[config.mk]
export PLATFORM = sky130hd
export DESIGN_NAME = kli_ram
export DESIGN_NICKNAME = d
export VERILOG_FILES = /design/src/design/kli_ram.sv
export SDC_FILE = /design/constraint.sdc
export NUM_CORES = 1
export LEC_CHECK = 0
export BUFFER_PORTS_ARGS = -buffer_cell sky130_fd_sc_hd__buf_2
export CAP_MARGIN = 20
export CORE_MARGIN = 3
export CORE_UTILIZATION = 45
export CTS_CLUSTER_SIZE = 14
export DETAILED_ROUTE_END_ITERATION = 10
export PLACE_DENSITY = 0.64
export SYNTH_ARGS = -nofsm -noshare
export SYNTH_HDL_FRONTEND = slang
export SYNTH_SLANG_ARGS = --single-unit
[constraint.sdc]
create_clock -name clk_i -period 5.6 [get_ports clk_i]
set_clock_uncertainty 0.2 [all_clocks]
set_input_delay 0.84 -clock clk_i [delete_from_list [all_inputs] [get_ports clk_i]]
set_output_delay 0.84 -clock clk_i [all_outputs]
set_load 0.05 [all_outputs]
[src/design/kli_ram.sv]
// generic single-port synchronous ram with registered read
module kli_ram #(
  parameter int Width = 32,
  parameter int Depth = 16
) (
  input  logic                     clk_i,
  input  logic                     we_i,
  input  logic [$clog2(Depth)-1:0] addr_i,
  input  logic [Width-1:0]         wdata_i,
  output logic [Width-1:0]         rdata_o
);

  logic [Width-1:0] mem_q [Depth];
  logic [Width-1:0] rdata_q;

  // write port and registered read
  always_ff @(posedge clk_i) begin
    if (we_i) begin
      mem_q[addr_i] <= wdata_i;
    end
    rdata_q <= mem_q[addr_i];
  end

  assign rdata_o = rdata_q;

endmodule

==> flow_summary_export.csv <==
group,metric,value,unit
power,total_leakage_power,0.00729,µW
placement,io_buffer_count,69,
placement,placed_instance_count,1468,
logic_synthesis,yosys_most_used_dff,"sky130_fd_sc_hd__edfxtp_1",
sta,max_slew_vio_count,0,
logic_synthesis,async_flop_share,0,%
sta,rsz_0062_raised_after_global_routing,"false",
detailed_routing,final_antenna_net_count,0,
critical_path,worst-setup-path-type,"in -> reg",
logic_synthesis,synth_enable_flop_cells,512,
grt,grt.total_usage,17.5,%
floorplan,core_region_area,43400,µm²
logic_synthesis,synth.yosys.warnings,0,
sta,final.hold.worst_slack,0.405,ns
final_layout,stdcell_count,1570,
critical_path,crit_required,5.67,ns
floorplan,die_x,216,µm
clock_network,cts_hold_buf,0,
floorplan,fp.dieArea,46700,µm²
detailed_routing,drt_drc_violations_left,0,
final_layout,fillers,3370,
min_path,hold_path_class,"in -> reg",
final_layout,multi_input_gate_area,3750,µm²
final_layout,fraction_of_final_layout_cells_sized_beyond_drive_strength_1,32.2,%
grt,grt_overflow_total,0,
logic_synthesis,netlist_top_cells_area,"sky130_fd_sc_hd__edfxtp_1, sky130_fd_sc_hd__mux4_2, sky130_fd_sc_hd__dfxtp_1",
critical_path,rrSetupSlack,3.96,ns
placement,finalWeightedCongestion,0.712,
critical_path,timing.critical_path.from_type,"primary input",
detailed_routing,route.detailed.wl_per_inst,25.4,µm
detailed_routing,detailedRoute.firstPassIterationCount,4,
sta,timing.slew.headroom,25.5,%
sta,max_freq,324,MHz
logic_synthesis,syn_area,19900,µm²
sta,post-route-period-util,55.1,%
grt,antenna_found_initial,2,
floorplan,boundaryPins,70,
run,max-cap-violations,0,
logic_synthesis,ys_top_cells_by_count,"sky130_fd_sc_hd__edfxtp_1, sky130_fd_sc_hd__mux4_2, sky130_fd_sc_hd__a22oi_1",
floorplan,floorplan.initialDensity,45.8,%
logic_synthesis,synth_top_area_share,77.4,%
clock_network,clk_transition_reported_paths,0.06,ns
logic_synthesis,post-synth-top-area-cell,"sky130_fd_sc_hd__edfxtp_1",
clock_network,cts.sinks,544,
critical_path,cp_max_fo,83,
clock_network,clock_tree.root_cell,"sky130_fd_sc_hd__clkbuf_16",
sta,final_setup_violation_count,0,
detailed_routing,drtIter0Drc,781,
clock_network,htree_levels,2,
power,design_power,8640,µW
logic_synthesis,most_numerous_cell_in_the_yosys_netlist,"sky130_fd_sc_hd__edfxtp_1",
logic_synthesis,post_synth.cell_area_avg,23.6,µm²
clock_network,post_cts_resize_count,0,
final_layout,ff_latch_area,16000,µm²
logic_synthesis,synth_cell_types,17,
detailed_routing,wirelength,39900,µm
floorplan,fp.dieH,216,µm
sta,layout_min_cycle_time,3.08,ns
power,power_per_cell_area,378,nW/µm²
critical_path,crit_arrival,3.15,ns
sta,tns,0,ns
placement,half_perimeter_wire_length_of_the_detailed_placement_result,21600,µm
grt,via_count_of_the_first_global_routing_pass,9601,
logic_synthesis,yosys_register_bits,544,
final_layout,syn_to_final_growth,15.1,%
clock_network,post-cts-setup-buffer-count,0,
clock_network,tritoncts,"yes",
floorplan,placement_rows,76,
logic_synthesis,syn-instance-count,840,
clock_network,cts_inserted_buffers,54,
final_layout,finish.net_count,978,
detailed_routing,average_vias_per_placed_instance,5.61,
critical_path,timing.critical_path.to_type,"flip-flop",
logic_synthesis,ys_seq_area_share,80.6,%
clock_network,cts-root-to-sink-buffers,3,
grt,pin_count_of_the_biggest_net_entering_global_routing,84,
logic_synthesis,postSynthNetCount,878,
power,ir_drop,0.000297,V
clock_network,worstSkewPairLatency,0.61,ns
sta,report.final.hold_viol_count,0,
sta,tightest_slew,1.12,ns
run_status,outcome,"completed",
detailed_routing,num_vias,8800,
grt,grt_first_pass_wirelength,60700,µm
## state kept, by name, summed over array words and instances, names as in the netlist
signal	cells
mem_q	512
rdata_o	32
## logic make-up (layout without fill, tap and decap cells)
family	Yosys count	in the layout	share of synthesized area [%]
muxes	128	128	14.5
AOI/OAI and AO/OA	64	64	2.42
other	0	1	0
buffers and inverters	45	189	1.17
and+or+nand+nor	59	59	1.27
DFF	544	544	80.6
## cell usage in the layout (no fill, tap or decap), types with 11 or more instances in the layout
master                        n
sky130_fd_sc_hd__buf_4       15
sky130_fd_sc_hd__a22oi_1     64
sky130_fd_sc_hd__buf_2       67
sky130_fd_sc_hd__clkbuf_16   54
sky130_fd_sc_hd__edfxtp_1   512
sky130_fd_sc_hd__nor2_4      13
sky130_fd_sc_hd__dfxtp_1     32
sky130_fd_sc_hd__clkbuf_1    11
sky130_fd_sc_hd__nand2_1     33
sky130_fd_sc_hd__mux4_2     128
## worst max-delay path: stages
cell and delay [ns]:
sky130_fd_sc_hd__buf_6 0.61, sky130_fd_sc_hd__nand2_1 0.46, sky130_fd_sc_hd__nor2_4 0.77, sky130_fd_sc_hd__buf_4 0.37
## where the power goes
group / leakage, µW / switching, µW / internal [µW]
Combinational: 0.00155 / 322 / 161
Sequential: 0.00489 / 23.6 / 4550
Clock: 0.000849 / 1490 / 2100
Total: 0.00729 / 1830 / 6810
## metrics by stage
stage               util [%]  area, µm²  setup slack [ns]
finish                  52.7      22900              2.52
global route            52.7      22900              2.36
CTS                     52.7      22800              2.48
detailed placement      48.6      21100              1.86
global placement        48.4      21000              1.92
floorplan                  -      19900              1.32
## path summary, 6_finish.rpt
path	start	endpoint	cells past startpoint
max	addr_i[1]	mem_q[11][9]	4
min	wdata_i[23]	mem_q[10][23]	1
max reg2reg	mem_q[3][0]	rdata_o[0]	3
min reg2reg	mem_q[14][24]	rdata_o[24]	3
## per-layer routing
layer / GRT usage [%] / share of wire (%) / up-vias
met2: 29.5 / 50 / 230
met3: 2.64 / 4.4 / 69
met5: 0 / 0.018 / -
li1: - / - / 3781
met4: 5.78 / 2.7 / 2
met1: 23.8 / 43 / 4718
## cell type report
type / instances / share of cell area, %
Antenna cell: 1 / 0.0109
Clock buffer: 65 / 6.09
Timing Repair Buffer: 89 / 2.57
Multi-Input combinational cell: 251 / 16.4
Tap cell: 585 / 3.20
Sequential cell: 544 / 70.1
Clock inverter: 35 / 1.63
(Power assumes the default switching activity.)
