--- src/design/kli_pkg.sv ---
// shared constants, codes and types for the keyframe linear interpolator
package kli_pkg;

  // table sizes
  localparam int MaxKeys     = 16;
  localparam int MaxChannels = 8;

  // field and index widths
  localparam int KeyW     = $clog2(MaxKeys);
  localparam int ChanW    = $clog2(MaxChannels);
  localparam int ValAddrW = KeyW + ChanW;
  localparam int NumKeysW = 5;
  localparam int NumChW   = 4;
  localparam int TimeW    = 16;
  localparam int ValW     = 32;
  localparam int ReqW     = 2;
  localparam int CfgAddrW = 2;
  localparam int CfgDataW = 5;

  // divider: value-times-time dividend over a time divisor
  localparam int DivNumW = ValW + TimeW;
  localparam int DivQuoW = ValW;
  localparam int DivCntW = $clog2(DivQuoW);

  // request codes
  typedef enum logic [ReqW-1:0] {
    ReqWrTime  = 2'd0,
    ReqWrValue = 2'd1,
    ReqEval    = 2'd2
  } req_e;

  // configuration register indexes
  typedef enum logic [CfgAddrW-1:0] {
    CfgNumKeys     = 2'd0,
    CfgNumChannels = 2'd1,
    CfgLooped      = 2'd2
  } cfg_e;

  // sequencer states
  typedef enum logic [3:0] {
    StIdle,
    StModRd,
    StModDiv,
    StSrchRd,
    StSrchCmp,
    StValRd0,
    StValRd1,
    StValSub,
    StValMul,
    StValDiv
  } kli_state_e;

endpackage

--- src/design/kli_div.sv ---
// radix-2 restoring divider, one quotient bit per cycle
module kli_div
  import kli_pkg::*;
(
  input  logic               clk_i,
  input  logic               rst_ni,
  input  logic               start_i,
  input  logic [DivNumW-1:0] num_i,
  input  logic [TimeW-1:0]   den_i,
  output logic               done_o,
  output logic [DivQuoW-1:0] quo_o,
  output logic [TimeW-1:0]   rem_o
);

  logic               active_q, active_d;
  logic               done_q, done_d;
  logic [DivCntW-1:0] cnt_q, cnt_d;
  logic [TimeW-1:0]   rem_q, rem_d;
  logic [TimeW-1:0]   den_q, den_d;
  logic [DivQuoW-1:0] sh_q, sh_d;
  logic [TimeW:0]     trial;
  logic [TimeW:0]     diff;
  logic               ge;

  // one trial subtraction
  assign trial = {rem_q, sh_q[DivQuoW-1]};
  assign diff  = trial - {1'b0, den_q};
  assign ge    = (trial >= {1'b0, den_q});

  // step control; the upper dividend part is below the divisor by construction
  always_comb begin
    active_d = active_q;
    done_d   = 1'b0;
    cnt_d    = cnt_q;
    rem_d    = rem_q;
    den_d    = den_q;
    sh_d     = sh_q;
    if (start_i) begin
      active_d = 1'b1;
      cnt_d    = '0;
      rem_d    = num_i[DivNumW-1:DivQuoW];
      sh_d     = num_i[DivQuoW-1:0];
      den_d    = den_i;
    end else if (active_q) begin
      rem_d = ge ? diff[TimeW-1:0] : trial[TimeW-1:0];
      sh_d  = {sh_q[DivQuoW-2:0], ge};
      cnt_d = cnt_q + 1'b1;
      if (cnt_q == DivCntW'(DivQuoW - 1)) begin
        active_d = 1'b0;
        done_d   = 1'b1;
      end
    end
  end

  // control state
  always_ff @(posedge clk_i or negedge rst_ni) begin
    if (!rst_ni) begin
      active_q <= 1'b0;
      done_q   <= 1'b0;
      cnt_q    <= '0;
    end else begin
      active_q <= active_d;
      done_q   <= done_d;
      cnt_q    <= cnt_d;
    end
  end

  // operand and partial result registers
  always_ff @(posedge clk_i) begin
    rem_q <= rem_d;
    den_q <= den_d;
    sh_q  <= sh_d;
  end

  assign done_o = done_q;
  assign quo_o  = sh_q;
  assign rem_o  = rem_q;

endmodule

--- config.mk ---
export PLATFORM = sky130hd
export DESIGN_NAME = kli_div
export DESIGN_NICKNAME = d
export VERILOG_FILES = /design/src/design/kli_pkg.sv /design/src/design/kli_div.sv
export SDC_FILE = /design/constraint.sdc
export NUM_CORES = 1
export LEC_CHECK = 0
export ABC_AREA = 1
export BUFFER_PORTS_ARGS = -buffer_cell sky130_fd_sc_hd__buf_2
export CELL_PAD_IN_SITES_DETAIL_PLACEMENT = 1
export CELL_PAD_IN_SITES_GLOBAL_PLACEMENT = 2
export CORE_ASPECT_RATIO = 2
export CORE_MARGIN = 2
export CORE_UTILIZATION = 28
export CTS_BUF_LIST = sky130_fd_sc_hd__clkbuf_8
export DETAILED_ROUTE_END_ITERATION = 8
export PLACE_DENSITY = 0.89
export SLEW_MARGIN = 10
export SYNTH_ARGS = -nofsm -noshare
export SYNTH_HDL_FRONTEND = slang
export SYNTH_SLANG_ARGS = --single-unit
--- constraint.sdc ---
create_clock -name clk_i -period 2 [get_ports clk_i]
set_input_delay 0.6 -clock clk_i [delete_from_list [all_inputs] [get_ports clk_i]]
set_output_delay 0.6 -clock clk_i [all_outputs]
set_load 0.02 [all_outputs]
==> results.py <==
metrics = {
    "outcome": {
        "status": "finished, violations left",
        "violations": "setup timing",
    },
    "floorplan": {
        "die_h_um": 176.5,
        "io_pins": 116,
        "coreArea_sq_um": 14660,
        "dieArea_sq_um": 15920,
        "start_util_pct": 28.40,
        "fp.dieW_um": 90.23,
        "rows": 63,
    },
    "clock_tree": {
        "clockRootBuffer": "clkbuf_8",
        "htreeDepth": 3,
        "cts_buffers": 9,
        "cts.sinks": 71,
        "clk_path_buf_depth": 2,
        "clk_latency_ns": 0.36,
        "path_clk_slew_ns": 0.09,
        "cts_tree": "built",
    },
    "logic_synthesis": {
        "synthTopCellsByArea": "edfxtp_1, nand2_1, inv_1, ha_1, dfrtp_1",
        "synth-simple-area-share_pct": 32.48,
        "ys.flop_type": "edfxtp_1",
        "synthTopCellsByCount": "nand2_1, inv_1, edfxtp_1",
        "synth-xor-area-share_pct": 1.262,
        "synth_compound_area_share_pct": 1.983,
        "yosysWarningCount": 0,
        "synthArstFlopShare_pct": 9.859,
        "synth_top_family_by_area": "simple AND/OR/NAND/NOR gates",
        "synthDistinctLibCells": 28,
        "synth.area.mux_share_pct": 0,
        "ys_ff_latch": 71,
        "synthAdderAreaFrac_pct": 5.889,
        "ys_seq_area_share_pct": 50.36,
        "avgSynthCellArea_sq_um": 8.149,
        "post-synth-top-count-cell": "nand2_1",
        "synth_top_area_share_pct": 46.15,
        "yosysTopAreaCell": "edfxtp_1",
        "syn_inst": 511,
        "synth_edf_count": 64,
        "synth_nets": 597,
        "synth_area_sq_um": 4164,
    },
    "sta": {
        "fmax_mhz": 483.1,
        "slew_viol_final": 0,
        "slew_headroom_pct": 65.16,
        "fin_ws_ns": -0.07014,
        "period_share_pct": 103.5,
        "worst_pin_slew_ns": 0.5227,
        "post-route-min-period_ns": 2.070,
        "finalSetupViolCount": 16,
        "tns_ns": -0.6808,
        "fin_worst_skew_ns": 0.009976,
        "finalHoldViolations": 0,
        "rsz0062_at_grt": "yes",
    },
    "route": {
        "drt_iter0_drc": 88,
        "drt_pass1_iterations": 4,
        "postRouteAntennaNets": 0,
        "dr_total_vias": 3995,
        "vias_per_cell": 4.484,
        "drc": 0,
        "drt_wl_total_um": 12860,
        "wl_per_cell_um": 14.43,
    },
    "place": {
        "io_buffer_count": 115,
        "gp_congestion": 0.7914,
        "dpl.hpwl_um": 9228,
        "dp_slack_ns": -0.1210,
    },
    "worst_setup_path": {
        "critPathSlowestCell": "edfxtp_1",
        "crit_type": "flop to flop",
        "critPathArrivalTime_ns": 2.19,
        "cpMostUsedCell": "nand2_2",
        "crit_required_ns": 2.12,
        "cp_cell_sequence": "ha_4, nand2_4, inv_2, nand2_2, nand2_2, nand2_2, nand2_2, nor2_4, buf_6, nand3b_1, nand3_1, nand2_1",
        "r2r_start": "rem_o[10]$_DFFE_PP_",
        "path_max_fanout": 8,
        "startpoint_type": "flop",
        "critPathLaunch": "rem_o[10]$_DFFE_PP_",
        "cp-end-kind": "flop",
        "cpPeakStageDelay_ns": 0.44,
    },
    "worst_hold_path": {
        "hp-class": "input port to asynchronous set/reset pin",
    },
    "layout": {
        "nNetsFinal": 776,
        "drive_gt1_share_pct": 38.56,
        "n_fill_cell": 1834,
        "syn2layout_area_growth_pct": 45.07,
    },
    "grt": {
        "grtUsageTotal_pct": 16.28,
        "grt_pass1_wl_um": 20710,
        "grt_overflow": 0,
        "grt_pass1_vias": 4156,
        "antenna_found_initial": 0,
        "grt_start_max_net_pins": 50,
    },
    "power_and_ir_drop": {
        "ir_drop_mv": 0.5956,
        "pwr_density_cell_nw_per_um2": 1279,
        "p_leak_nw": 3.063,
    },
    "run": {
        "max_cap_viol_count": 0,
    },
}
[repair_timing]
| item | in CTS | in global routing |
|---|---|---|
| setup endpoints to repair | 16 | 17 |
| hold buffers | 0 | 0 |
| pin swaps | 16 | 31 |
| cloned | 1 | 0 |
| setup buffers | 12 | 16 |
| resized for setup | 31 | 30 |
[report_power, final]
| group | leakage (nW) | switching, mW | total (mW) | internal, mW |
|---|---|---|---|---|
| clock | 0.103 | 0.614 | 1.32 | 0.705 |
| combinational | 2.19 | 2.32 | 4.28 | 1.95 |
| sequential | 0.770 | 0.204 | 2.13 | 1.93 |
[state kept, by name, indices dropped and copies added, names as in the netlist]
name and cells:
done_o 1, cnt_q 5, quo_o 32, den_q 16, active_q 1, rem_o 16
[final cells by class]
cell class	instances	area (sq um)	area share [%]
Multi-Input combinational cell	358	2091	34.61
Sequential cell	71	2097	34.71
Timing Repair Buffer	181	1127	18.66
Tap cell	195	244.0	4.039
Clock inverter	7	96.34	1.595
Clock buffer	9	123.9	2.051
Antenna cell	1	2.502	0.04143
Inverter	69	259.0	4.287
[critical path, delay by kind of cell (launching register included)]
| family | cells | cell delay (ns) |
|---|---|---|
| simple gates | 9 | 0.86 |
| buf+inv | 2 | 0.23 |
| fa+ha+maj | 1 | 0.30 |
| flops | 1 | 0.44 |
[stage by stage]
stage | utilization, % | power, mW | instances | instance area, sq um | hold slack, ns
after floorplan | - | 4.370 | 511 | 4313 | 0.3044
after global placement | 36.67 | 5.534 | 845 | 5376 | 0.4442
after detailed placement | 36.67 | 5.609 | 845 | 5376 | 0.4500
after CTS | 39.68 | 7.367 | 874 | 5818 | 0.05531
after global routing | 41.18 | 8.312 | 890 | 6038 | 0.05826
final | 41.20 | 7.725 | 891 | 6041 | 0.06902
[cells by family after synthesis]
| family | count (synthesis) |
|---|---|
| xor+xnor | 6 |
| buf+inv | 83 |
| flops | 71 |
| fa+ha+maj | 19 |
| simple gates | 316 |
| compound gates | 16 |
[routing by layer]
metal / share of wire, % / vias to the layer above / GRT usage, %
li1: - / 1994 / -
met1: 41 / 1884 / 19.29
met2: 51 / 99 / 28.67
met3: 5.5 / 18 / 4.140
met4: 1.8 / 0 / 5.321
met5: 0 / - / 0
[final timing paths]
path	cells after the start	endpoint	slack, ns
max	12	rem_o[11]$_DFFE_PP_	-0.07
min	1	done_o$_DFF_PN0_	0.07
max reg2reg	12	rem_o[11]$_DFFE_PP_	-0.07
min reg2reg	2	cnt_q[4]$_DFFE_PN0P_	0.52
max in group asynchronous	1	cnt_q[2]$_DFFE_PN0P_	1.77
min in group clk_i	1	den_q[14]$_DFFE_PP_	0.41
[cells in the final DEF (no fill, tap or decap), types with 2 or more instances in the layout]
master,netlist,final
edfxtp_1,64,64
nand3_2,1,2
dfrtp_1,7,7
xnor2_1,4,4
buf_2,0,115
nand2_2,3,16
a21oi_1,8,6
nand4_1,4,4
clkinvlp_4,0,2
xor2_1,2,2
nand2_4,2,8
clkbuf_8,0,9
bufinv_16,0,2
a31oi_1,2,2
nor2_1,20,14
nand3_4,0,2
nor2_2,0,6
nand2_1,226,207
ha_4,0,15
buf_12,0,3
inv_1,65,53
o21ai_0,6,5
a21oi_2,0,2
nor3_4,0,2
inv_2,4,16
buf_4,1,59
nand3b_1,16,16
nand3_1,33,30
buf_6,1,3
nor3_1,8,7
ha_1,18,3
(Power assumes the default switching activity.)
